$ cat config.mk
export PLATFORM = sky130hd
export DESIGN_NAME = satd_hadamard4x4_32x8_top
export DESIGN_NICKNAME = d
export VERILOG_FILES = /design/src/hw/rtl/satdh_pkg.sv /design/src/hw/rtl/satdh_row_xform.sv /design/src/hw/rtl/satdh_row_store.sv /design/src/hw/rtl/satdh_col_term.sv /design/src/hw/rtl/satd_hadamard4x4_32x8_top.sv
export VERILOG_INCLUDE_DIRS = /design/src /design/src/hw/rtl
export SDC_FILE = /design/constraint.sdc
export NUM_CORES = 2
export LEC_CHECK = 0
export BUFFER_PORTS_ARGS = -buffer_cell sky130_fd_sc_hd__buf_2
export CORE_MARGIN = 4
export CORE_UTILIZATION = 44
export DETAILED_ROUTE_END_ITERATION = 8
export HOLD_SLACK_MARGIN = 0.03
export PLACE_DENSITY_LB_ADDON = 0.2
export SKIP_CTS_REPAIR_TIMING = 1
export SLEW_MARGIN = 15
export SYNTH_ARGS = -nofsm -noshare
export SYNTH_HDL_FRONTEND = slang
export SYNTH_SLANG_ARGS = --single-unit
$ cat constraint.sdc
create_clock -name clk -period 30 [get_ports clk]
set_input_delay 3 -clock clk [delete_from_list [all_inputs] [get_ports clk]]
set_output_delay 3 -clock clk [all_outputs]
set_load 0.03 [all_outputs]
$ cat src/hw/rtl/satd_hadamard4x4_32x8_top_assert.svh
// Assertion helpers for the SATD top level.
// Both expect clk and arst_n in scope.
`ifndef SATD_HADAMARD4X4_32X8_TOP_ASSERT_SVH
`define SATD_HADAMARD4X4_32X8_TOP_ASSERT_SVH

// Same-cycle implication
`define SATDH_ASSERT_IMP(lbl, ante, cons, msg) \
lbl: assert property (@(posedge clk) disable iff (!arst_n) (ante) |-> (cons)) \
else $error(msg);

// Next-cycle implication
`define SATDH_ASSERT_NXT(lbl, ante, cons, msg) \
lbl: assert property (@(posedge clk) disable iff (!arst_n) (ante) |=> (cons)) \
else $error(msg);

`endif

$ cat src/hw/rtl/satdh_pkg.sv
`default_nettype none
package satdh_pkg;

	// Block geometry defaults
	localparam int BLOCK_WIDTH_DEF     = 32;
	localparam int BLOCK_HEIGHT_DEF    = 8;
	localparam int PIXELS_PER_ITEM_DEF = 8;

	// Field and datapath widths
	localparam int PIX_W       = 8;
	localparam int IN_LANES    = 8;
	localparam int PIX_IN_W    = PIX_W * IN_LANES;
	localparam int COEF_W      = 12;
	localparam int TERM_W      = 14;
	localparam int SUM_W       = 20;
	localparam int SATD_W      = 19;
	localparam int TDATA_IN_W  = 2 * PIX_IN_W;
	localparam int TDATA_OUT_W = 24;

	// Row position within a quad of rows
	typedef logic [1:0] phase_t;
	localparam phase_t PHASE_CHECK = 2'd3;

	// Row store write request
	typedef struct packed {
		logic   en;
		phase_t row;
	} st_wr_t;

endpackage
`default_nettype wire

$ cat src/hw/rtl/satdh_row_xform.sv
`default_nettype none
module satdh_row_xform
	import satdh_pkg::*;
#(
	parameter int NL = 8
) (
	input  wire logic [PIX_IN_W-1:0]  pix_a,
	input  wire logic [PIX_IN_W-1:0]  pix_b,
	output logic      [NL*COEF_W-1:0] coef
);

	localparam int D_W = PIX_W + 1;
	localparam int S_W = D_W + 1;
	localparam int H_W = S_W + 1;

	logic signed [D_W-1:0] x [NL];

	// Pixel differences; lanes past the input width count as zero
	for (genvar l = 0; l < NL; l++) begin : g_diff
		if (l < IN_LANES) begin : g_px
			assign x[l] = $signed({1'b0, pix_a[PIX_W*l +: PIX_W]})
				- $signed({1'b0, pix_b[PIX_W*l +: PIX_W]});
		end else begin : g_zero
			assign x[l] = '0;
		end
	end

	// 4-point Hadamard over each group of four differences
	for (genvar g = 0; g < NL / 4; g++) begin : g_grp
		logic signed [S_W-1:0] s01, d01, s23, d23;
		logic signed [H_W-1:0] h0, h1, h2, h3;

		assign s01 = S_W'(x[4*g+0]) + S_W'(x[4*g+1]);
		assign d01 = S_W'(x[4*g+1]) - S_W'(x[4*g+0]);
		assign s23 = S_W'(x[4*g+2]) + S_W'(x[4*g+3]);
		assign d23 = S_W'(x[4*g+3]) - S_W'(x[4*g+2]);
		assign h0  = H_W'(s01) + H_W'(s23);
		assign h1  = H_W'(s23) - H_W'(s01);
		assign h2  = H_W'(d01) + H_W'(d23);
		assign h3  = H_W'(d23) - H_W'(d01);

		assign coef[COEF_W*(4*g+0) +: COEF_W] = COEF_W'(h0);
		assign coef[COEF_W*(4*g+1) +: COEF_W] = COEF_W'(h1);
		assign coef[COEF_W*(4*g+2) +: COEF_W] = COEF_W'(h2);
		assign coef[COEF_W*(4*g+3) +: COEF_W] = COEF_W'(h3);
	end

endmodule
`default_nettype wire

$ cat src/hw/rtl/satdh_row_store.sv
`default_nettype none
module satdh_row_store
	import satdh_pkg::*;
#(
	parameter int DEPTH  = 4,
	parameter int ADDR_W = 2,
	parameter int WORD_W = 96
) (
	input  wire logic              clk,
	input  wire st_wr_t            wr,
	input  wire logic [ADDR_W-1:0] wr_addr,
	input  wire logic [WORD_W-1:0] wr_data,
	input  wire logic              rd_en,
	input  wire logic [ADDR_W-1:0] rd_addr,
	output logic      [WORD_W-1:0] rd_r0,
	output logic      [WORD_W-1:0] rd_r1,
	output logic      [WORD_W-1:0] rd_r2
);

	// One word per item position, one array per held row of the quad
	logic [WORD_W-1:0] mem0 [DEPTH];
	logic [WORD_W-1:0] mem1 [DEPTH];
	logic [WORD_W-1:0] mem2 [DEPTH];

	// Write the transformed row into its slot
	always_ff @(posedge clk) begin
		if (wr.en) begin
			case (wr.row)
				2'd0:    mem0[wr_addr] <= wr_data;
				2'd1:    mem1[wr_addr] <= wr_data;
				2'd2:    mem2[wr_addr] <= wr_data;
				default: ;
			endcase
		end
	end

	// Registered read of all three held rows at one position
	always_ff @(posedge clk) begin
		if (rd_en) begin
			rd_r0 <= mem0[rd_addr];
			rd_r1 <= mem1[rd_addr];
			rd_r2 <= mem2[rd_addr];
		end
	end

endmodule
`default_nettype wire

$ cat src/hw/rtl/satdh_col_term.sv
`default_nettype none
module satdh_col_term
	import satdh_pkg::*;
#(
	parameter int NL = 8
) (
	input  wire logic [NL*COEF_W-1:0] r0,
	input  wire logic [NL*COEF_W-1:0] r1,
	input  wire logic [NL*COEF_W-1:0] r2,
	input  wire logic [NL*COEF_W-1:0] r3,
	output logic      [NL*TERM_W-1:0] term
);

	localparam int P_W = COEF_W + 1;

	// Column butterfly with max of magnitudes, per lane
	for (genvar l = 0; l < NL; l++) begin : g_lane
		logic signed [P_W-1:0] s01, d01, s23, d23;
		logic        [P_W-1:0] as01, ad01, as23, ad23, m0, m1;

		assign s01 = P_W'($signed(r0[COEF_W*l +: COEF_W]))
			+ P_W'($signed(r1[COEF_W*l +: COEF_W]));
		assign d01 = P_W'($signed(r0[COEF_W*l +: COEF_W]))
			- P_W'($signed(r1[COEF_W*l +: COEF_W]));
		assign s23 = P_W'($signed(r2[COEF_W*l +: COEF_W]))
			+ P_W'($signed(r3[COEF_W*l +: COEF_W]));
		assign d23 = P_W'($signed(r2[COEF_W*l +: COEF_W]))
			- P_W'($signed(r3[COEF_W*l +: COEF_W]));

		assign as01 = s01[P_W-1] ? P_W'(-s01) : P_W'(s01);
		assign ad01 = d01[P_W-1] ? P_W'(-d01) : P_W'(d01);
		assign as23 = s23[P_W-1] ? P_W'(-s23) : P_W'(s23);
		assign ad23 = d23[P_W-1] ? P_W'(-d23) : P_W'(d23);

		assign m0 = (as01 > as23) ? as01 : as23;
		assign m1 = (ad01 > ad23) ? ad01 : ad23;

		assign term[TERM_W*l +: TERM_W] = TERM_W'(m0) + TERM_W'(m1);
	end

endmodule
`default_nettype wire

$ cat src/hw/rtl/satd_hadamard4x4_32x8_top.sv
// Half-SATD over a block of pixel rows with 4x4 Hadamard transforms.
// Throughput: one request per cycle unless a pending result stalls; one result per block.
// The result is registered once the block's last request has passed the sum stage.
// A pending result does not stall input until the next block end reaches the sum stage.
// Reset clears pipeline valids, position counters and the running sum; store is unreset.
`default_nettype none
`include "satd_hadamard4x4_32x8_top_assert.svh"
module satd_hadamard4x4_32x8_top
	import satdh_pkg::*;
#(
	parameter int BLOCK_WIDTH     = BLOCK_WIDTH_DEF,
	parameter int BLOCK_HEIGHT    = BLOCK_HEIGHT_DEF,
	parameter int PIXELS_PER_ITEM = PIXELS_PER_ITEM_DEF
) (
	input  wire logic                   clk,
	input  wire logic                   arst_n,
	input  wire logic                   s_axis_tvalid,
	output logic                        s_axis_tready,
	input  wire logic [TDATA_IN_W-1:0]  s_axis_tdata,  // pix_a[63:0], pix_b[127:64]
	output logic                        m_axis_tvalid,
	input  wire logic                   m_axis_tready,
	output logic      [TDATA_OUT_W-1:0] m_axis_tdata   // satd[18:0], zero pad
);

	localparam int NL     = (PIXELS_PER_ITEM / 4) * 4;
	localparam int IPR    = BLOCK_WIDTH / PIXELS_PER_ITEM;
	localparam int CW     = (IPR > 1) ? $clog2(IPR) : 1;
	localparam int RW     = $clog2(BLOCK_HEIGHT);
	localparam int WORD_W = NL * COEF_W;
	localparam int LSUM_W = TERM_W + $clog2(NL);

	// Handshake
	logic s_fire, rdy1, rdy2, rdy3, fire1, fire2, fire3;

	// Position in block
	logic [CW-1:0] col_q;
	logic [RW-1:0] row_q;
	logic          pos_last;

	// Stage 1
	logic                v_s1;
	logic [PIX_IN_W-1:0] pix_a_s1, pix_b_s1;
	logic [CW-1:0]       col_s1;
	phase_t              phase_s1;
	logic                last_s1;
	logic [WORD_W-1:0]   coef;
	st_wr_t              st_wr;

	// Stage 2
	logic              v_s2, check_s2, last_s2;
	logic [WORD_W-1:0] r0_s2, r1_s2, r2_s2, r3_s2;
	logic [NL*TERM_W-1:0] term;

	// Stage 3
	logic                 v_s3, last_s3;
	logic [NL*TERM_W-1:0] term_s3;
	logic [LSUM_W-1:0]    lane_sum;
	logic [SUM_W-1:0]     block_sum_q, sum_next;

	// Result
	logic              out_valid_q;
	logic [SATD_W-1:0] satd_q;

	// Stall only when a block result meets a pending one
	assign fire3         = v_s3 && (!last_s3 || !out_valid_q || m_axis_tready);
	assign rdy3          = !v_s3 || fire3;
	assign rdy2          = !v_s2 || rdy3;
	assign fire2         = v_s2 && rdy3;
	assign rdy1          = !v_s1 || rdy2;
	assign fire1         = v_s1 && rdy2;
	assign s_axis_tready = rdy1;
	assign s_fire        = s_axis_tvalid && rdy1;

	assign pos_last = (col_q == CW'(IPR - 1)) && (row_q == RW'(BLOCK_HEIGHT - 1));

	// Advance the item position on each accepted request
	always_ff @(posedge clk or negedge arst_n) begin
		if (!arst_n) begin
			col_q <= '0;
			row_q <= '0;
		end else if (s_fire) begin
			if (pos_last) begin
				col_q <= '0;
				row_q <= '0;
			end else if (col_q == CW'(IPR - 1)) begin
				col_q <= '0;
				row_q <= row_q + RW'(1);
			end else begin
				col_q <= col_q + CW'(1);
			end
		end
	end

	// Stage 1 capture
	always_ff @(posedge clk or negedge arst_n) begin
		if (!arst_n) begin
			v_s1 <= 1'b0;
		end else if (rdy1) begin
			v_s1 <= s_axis_tvalid;
		end
	end

	always_ff @(posedge clk) begin
		if (s_fire) begin
			pix_a_s1 <= s_axis_tdata[PIX_IN_W-1:0];
			pix_b_s1 <= s_axis_tdata[TDATA_IN_W-1:PIX_IN_W];
			col_s1   <= col_q;
			phase_s1 <= phase_t'(row_q[1:0]);
			last_s1  <= pos_last;
		end
	end

	satdh_row_xform #(
		.NL(NL)
	) u_row_xform (
		.pix_a(pix_a_s1),
		.pix_b(pix_b_s1),
		.coef (coef)
	);

	// Hold the first three rows of each quad
	assign st_wr.en  = fire1 && (phase_s1 != PHASE_CHECK);
	assign st_wr.row = phase_s1;

	satdh_row_store #(
		.DEPTH (IPR),
		.ADDR_W(CW),
		.WORD_W(WORD_W)
	) u_row_store (
		.clk    (clk),
		.wr     (st_wr),
		.wr_addr(col_s1),
		.wr_data(coef),
		.rd_en  (fire1),
		.rd_addr(col_s1),
		.rd_r0  (r0_s2),
		.rd_r1  (r1_s2),
		.rd_r2  (r2_s2)
	);

	// Stage 2 capture
	always_ff @(posedge clk or negedge arst_n) begin
		if (!arst_n) begin
			v_s2 <= 1'b0;
		end else if (rdy2) begin
			v_s2 <= v_s1;
		end
	end

	always_ff @(posedge clk) begin
		if (fire1) begin
			r3_s2    <= coef;
			check_s2 <= (phase_s1 == PHASE_CHECK);
			last_s2  <= last_s1;
		end
	end

	satdh_col_term #(
		.NL(NL)
	) u_col_term (
		.r0  (r0_s2),
		.r1  (r1_s2),
		.r2  (r2_s2),
		.r3  (r3_s2),
		.term(term)
	);

	// Stage 3 capture; drop terms of rows that are not a quad's last
	always_ff @(posedge clk or negedge arst_n) begin
		if (!arst_n) begin
			v_s3 <= 1'b0;
		end else if (rdy3) begin
			v_s3 <= v_s2;
		end
	end

	always_ff @(posedge clk) begin
		if (fire2) begin
			term_s3 <= check_s2 ? term : '0;
			last_s3 <= last_s2;
		end
	end

	// Add up lane terms
	always_comb begin
		lane_sum = '0;
		for (int l = 0; l < NL; l++) begin
			lane_sum = lane_sum + LSUM_W'(term_s3[TERM_W*l +: TERM_W]);
		end
	end

	assign sum_next = block_sum_q + SUM_W'(lane_sum);

	// Accumulate; emit and restart at block end
	always_ff @(posedge clk or negedge arst_n) begin
		if (!arst_n) begin
			block_sum_q <= '0;
			out_valid_q <= 1'b0;
		end else begin
			if (fire3) begin
				block_sum_q <= last_s3 ? '0 : sum_next;
			end
			if (fire3 && last_s3) begin
				out_valid_q <= 1'b1;
			end else if (m_axis_tready) begin
				out_valid_q <= 1'b0;
			end
		end
	end

	always_ff @(posedge clk) begin
		if (fire3 && last_s3) begin
			satd_q <= sum_next[SATD_W-1:0];
		end
	end

	assign m_axis_tvalid = out_valid_q;
	assign m_axis_tdata  = {{(TDATA_OUT_W - SATD_W){1'b0}}, satd_q};

	`SATDH_ASSERT_NXT(a_emit_valid, fire3 && last_s3, m_axis_tvalid, "block result not presented")
	`SATDH_ASSERT_NXT(a_sum_restart, fire3 && last_s3, block_sum_q == '0, "block sum not cleared")
	`SATDH_ASSERT_NXT(a_pos_wrap, s_fire && pos_last, col_q == '0 && row_q == '0, "position did not wrap")
	`SATDH_ASSERT_IMP(a_no_overrun, v_s3 && last_s3 && out_valid_q && !m_axis_tready, !fire3, "pending result overrun")

endmodule
`default_nettype wire

==> impl_metrics.tcl <==
set metrics [dict create \
    timing.reg2reg.setup_slack_ns 22.21 \
    count_of_flip_flops_with_a_built_in_enable_after_synthesis 1611 \
    grt-ovfl-total 0 \
    timing.max_slew.rel_slack 0.2114 \
    worst_clock_skew_ns 0.04496 \
    grtUsageMet3 0.02928 \
    critical-path-max-stage-delay_ns 0.80 \
    clkTransAtPathRegs_ns 0.06 \
    worst-r2r-cell-count 29 \
    route.vias.total 66220 \
    ctsRootBufferMaster "sky130_fd_sc_hd__clkbuf_16" \
    ys_dominant_reg_cell "sky130_fd_sc_hd__edfxtp_1" \
    worst_skew_pair.late_latency_ns 0.86 \
    floorplan.initialDensity 0.4436 \
    grt_most_used_layer "met2" \
    worstHoldPathType "reg -> reg" \
    antenna_found_initial 8 \
    critical_path_required_ns 30.71 \
    post_drt_wl_per_cell_um 22.62 \
    worst_r2r_startpoint "u_row_store.rd_r0[60]$_DFFE_PP_" \
    post_synth_cell_types 97 \
    drcViolationCount 0 \
    grt_max_degree 118 \
    final_critical_period_ns 7.789 \
    critPathMostFrequentCell "sky130_fd_sc_hd__o21ai_0" \
    area.sequential_mm2 0.04908 \
    core_mm2 0.2306 \
    tritoncts_num_sinks 1639 \
    path_class "reg -> reg" \
    number_of_detailed_route_iterations_in_the_first_pass 5 \
    synth_to_final_area_change_pct 10.33 \
    max_clock_freq_ghz 0.1284 \
    finalCritPeriodShare 0.2596 \
    tritoncts "built" \
    finalWeightedCongestion 0.8967 \
    cp_max_fo 9 \
    grt_use_met1 0.3166 \
    h-tree-depth 4 \
    final_layout_size_suffix_gt1_frac 0.1062 \
    grt_setup_unrepaired "no" \
    first_pass_grt_wire_length_um 402200 \
    post_synth_inst_count 8372 \
    first_iter_violations 5290 \
    route.antenna.remaining_nets 0 \
    groute.usage.overall 0.2176 \
    boundaryPins 158 \
    max_slew.worst_pin.slew_ns 1.179 \
    grt_pass1_vias 65000 \
    fin_tns_setup_ns 0 \
    final_util 0.4894 \
    filler_cell_count 19980 \
    startpoint "u_row_store.rd_r0[60]$_DFFE_PP_" \
    grt.met2_usage 0.3483 \
    warnings_synthesis 0 \
    setup-violations-final 0 \
    ctsLongestPathBuffers 3 \
    asyncSetResetFlopFracSynth 0.01708 \
    netlist_area_mm2 0.1023 \
    synth_area_per_cell_um2 12.22 \
    cp-end-kind "register" \
    dpl.hpwl_um 199500 \
    cp-endpoint "term_s3[82]$_SDFFCE_PN0P_" \
    crit_path_top_delay_cell "sky130_fd_sc_hd__a2111oi_0" \
    placement_rows 176 \
    hold_ws_ns 0.4184 \
    worst_ep_arrival_time_ns 8.50 \
    y_dimension_of_the_die_um 490.1 \
    maxCapViolCount 0 \
    tritoncts.num_buffers 174 \
    report.final.hold_viol_count 0 \
    wl_um 266100 \
    outcome "complete, no violations" \
    r2r-end "term_s3[82]$_SDFFCE_PN0P_" \
    cp-start-kind "register" \
    die_area_mm2 0.2402 \
    multi_input_comb_area_mm2 0.04969 \
    synth.yosys.seq_area_share 0.4798 \
    slew_violations 0 \
    yosys_register_bits 1639 \
    number_of_nets_in_the_layout 9801 \
    portBuffers 152 \
    die_width_um 490.1 \
    drt-vias-per-instance 5.627 \
]
[worst min-delay path by stage]
stage	startpoint	endpoint	slack, ns	cells after the start
global placement	last_s1$_DFFE_PP_	last_s2$_DFFE_PP_	0.40	0
CTS	last_s1$_DFFE_PP_	last_s2$_DFFE_PP_	0.42	0
global route	last_s2$_DFFE_PP_	last_s3$_DFFE_PP_	0.43	0
detailed placement	last_s1$_DFFE_PP_	last_s2$_DFFE_PP_	0.40	0
floorplan	last_s1$_DFFE_PP_	last_s2$_DFFE_PP_	0.40	0
finish	last_s1$_DFFE_PP_	last_s2$_DFFE_PP_	0.42	0
[routing by layer]
layer  vias to the layer above  wire length [um]
met3                       278             13770
met5                         -                 0
met1                     33100            125100
met2                      1652            121900
met4                         0              5396
li1                      31190                 -
[worst max-delay path: cells and delay by family, from the launching register on]
kind	cells	cell delay, ns
xor+xnor	2	0.54
flops	1	0.41
buf+inv	3	0.39
simple gates	5	0.73
mux	1	0.28
fa+ha+maj	5	1.46
compound gates	13	3.83
[metrics by stage]
step	instances	setup slack [ns]	instance area (um2)
2_1_floorplan	8423	12.53	102500
3_3_place_gp	11450	22.40	106900
3_5_place_dp	11450	22.31	106900
4_1_cts	11760	22.24	112700
5_1_grt	11770	21.54	112800
6_report	11770	22.21	112800
[state kept, by name, indices dropped and copies added (netlist names), 19 cells and up]
name / cells
r3_s2: 84
u_row_store.rd_r0: 84
pix_b_s1: 64
u_row_store.mem0: 336
term_s3: 112
pix_a_s1: 64
satd_q: 19
u_row_store.mem1: 336
u_row_store.rd_r1: 84
block_sum_q: 19
u_row_store.rd_r2: 84
u_row_store.mem2: 336
[cell usage after synthesis, types with 37 or more instances]
| master | number | share of area |
|---|---|---|
| sky130_fd_sc_hd__edfxtp_1 | 1611 | 0.47 |
| sky130_fd_sc_hd__ha_1 | 912 | 0.11 |
| sky130_fd_sc_hd__inv_1 | 818 | 0.030 |
| sky130_fd_sc_hd__xnor2_1 | 451 | 0.039 |
| sky130_fd_sc_hd__a21oi_1 | 431 | 0.021 |
| sky130_fd_sc_hd__nor2_1 | 429 | 0.016 |
| sky130_fd_sc_hd__xor2_1 | 312 | 0.027 |
| sky130_fd_sc_hd__o21ai_0 | 305 | 0.015 |
| sky130_fd_sc_hd__nand2_1 | 285 | 0.010 |
| sky130_fd_sc_hd__mux4_2 | 252 | 0.055 |
| sky130_fd_sc_hd__mux2i_1 | 184 | 0.018 |
| sky130_fd_sc_hd__nor2b_1 | 177 | 0.011 |
| sky130_fd_sc_hd__clkbuf_1 | 168 | 0.0062 |
| sky130_fd_sc_hd__fa_1 | 161 | 0.032 |
| sky130_fd_sc_hd__nor3_1 | 160 | 0.0078 |
| sky130_fd_sc_hd__a21o_1 | 151 | 0.011 |
| sky130_fd_sc_hd__o21bai_1 | 110 | 0.0081 |
| sky130_fd_sc_hd__and2_1 | 109 | 0.0067 |
| sky130_fd_sc_hd__nand2b_1 | 104 | 0.0064 |
| sky130_fd_sc_hd__nand3_1 | 96 | 0.0047 |
| sky130_fd_sc_hd__o21a_1 | 83 | 0.0061 |
| sky130_fd_sc_hd__a31oi_1 | 64 | 0.0039 |
| sky130_fd_sc_hd__and3_1 | 53 | 0.0032 |
| sky130_fd_sc_hd__nand4_1 | 52 | 0.0032 |
| sky130_fd_sc_hd__o31ai_1 | 49 | 0.0036 |
| sky130_fd_sc_hd__nor3b_1 | 46 | 0.0034 |
| sky130_fd_sc_hd__mux2_2 | 44 | 0.0048 |
| sky130_fd_sc_hd__or3_1 | 44 | 0.0027 |
| sky130_fd_sc_hd__buf_1 | 42 | 0.0015 |
| sky130_fd_sc_hd__nor4_1 | 38 | 0.0023 |
| sky130_fd_sc_hd__o211ai_1 | 37 | 0.0027 |
[cell usage in the layout, fill, tap and decap left out, types with 64 or more instances in the layout]
cell type                      n
sky130_fd_sc_hd__ha_1        912
sky130_fd_sc_hd__o21bai_1    110
sky130_fd_sc_hd__xnor2_1     428
sky130_fd_sc_hd__o21ai_0     303
sky130_fd_sc_hd__nor2b_1     177
sky130_fd_sc_hd__inv_1       817
sky130_fd_sc_hd__edfxtp_1   1611
sky130_fd_sc_hd__xor2_1      308
sky130_fd_sc_hd__nand2b_1    104
sky130_fd_sc_hd__buf_4        80
sky130_fd_sc_hd__mux2i_1     184
sky130_fd_sc_hd__fa_1        161
sky130_fd_sc_hd__mux4_2      252
sky130_fd_sc_hd__clkbuf_16   178
sky130_fd_sc_hd__and2_1      107
sky130_fd_sc_hd__nor3_1      157
sky130_fd_sc_hd__a21oi_1     431
sky130_fd_sc_hd__nand2_1     285
sky130_fd_sc_hd__nor2_1      417
sky130_fd_sc_hd__o21a_1       83
sky130_fd_sc_hd__nand3_1      96
sky130_fd_sc_hd__a31oi_1      64
sky130_fd_sc_hd__buf_2       152
sky130_fd_sc_hd__a21o_1      151
[cell type report]
class                   count  area share
well taps                3026     0.03355
clock buffers             206     0.04040
diodes                      4  0.00008870
clock inverters           112     0.01097
flip-flops and latches   1639      0.4349
inverters                 819     0.02731
multi-input cells        5728      0.4404
repair buffers            234     0.01242
[cell families after synthesis]
family | Yosys count | synth area share
AOI/OAI and AO/OA | 1611 | 0.1047
xor gates and xnor gates | 763 | 0.06533
adders and majority gates | 1073 | 0.1431
buffers and inverters | 1056 | 0.03929
DFF | 1639 | 0.4798
muxes | 480 | 0.07834
other | 2 | 0.00007342
and+or+nand+nor | 1748 | 0.08935
Power is left out: the tool's default activity adds up to more than one toggle a clock period on the data nets, which glitch-free logic cannot reach.
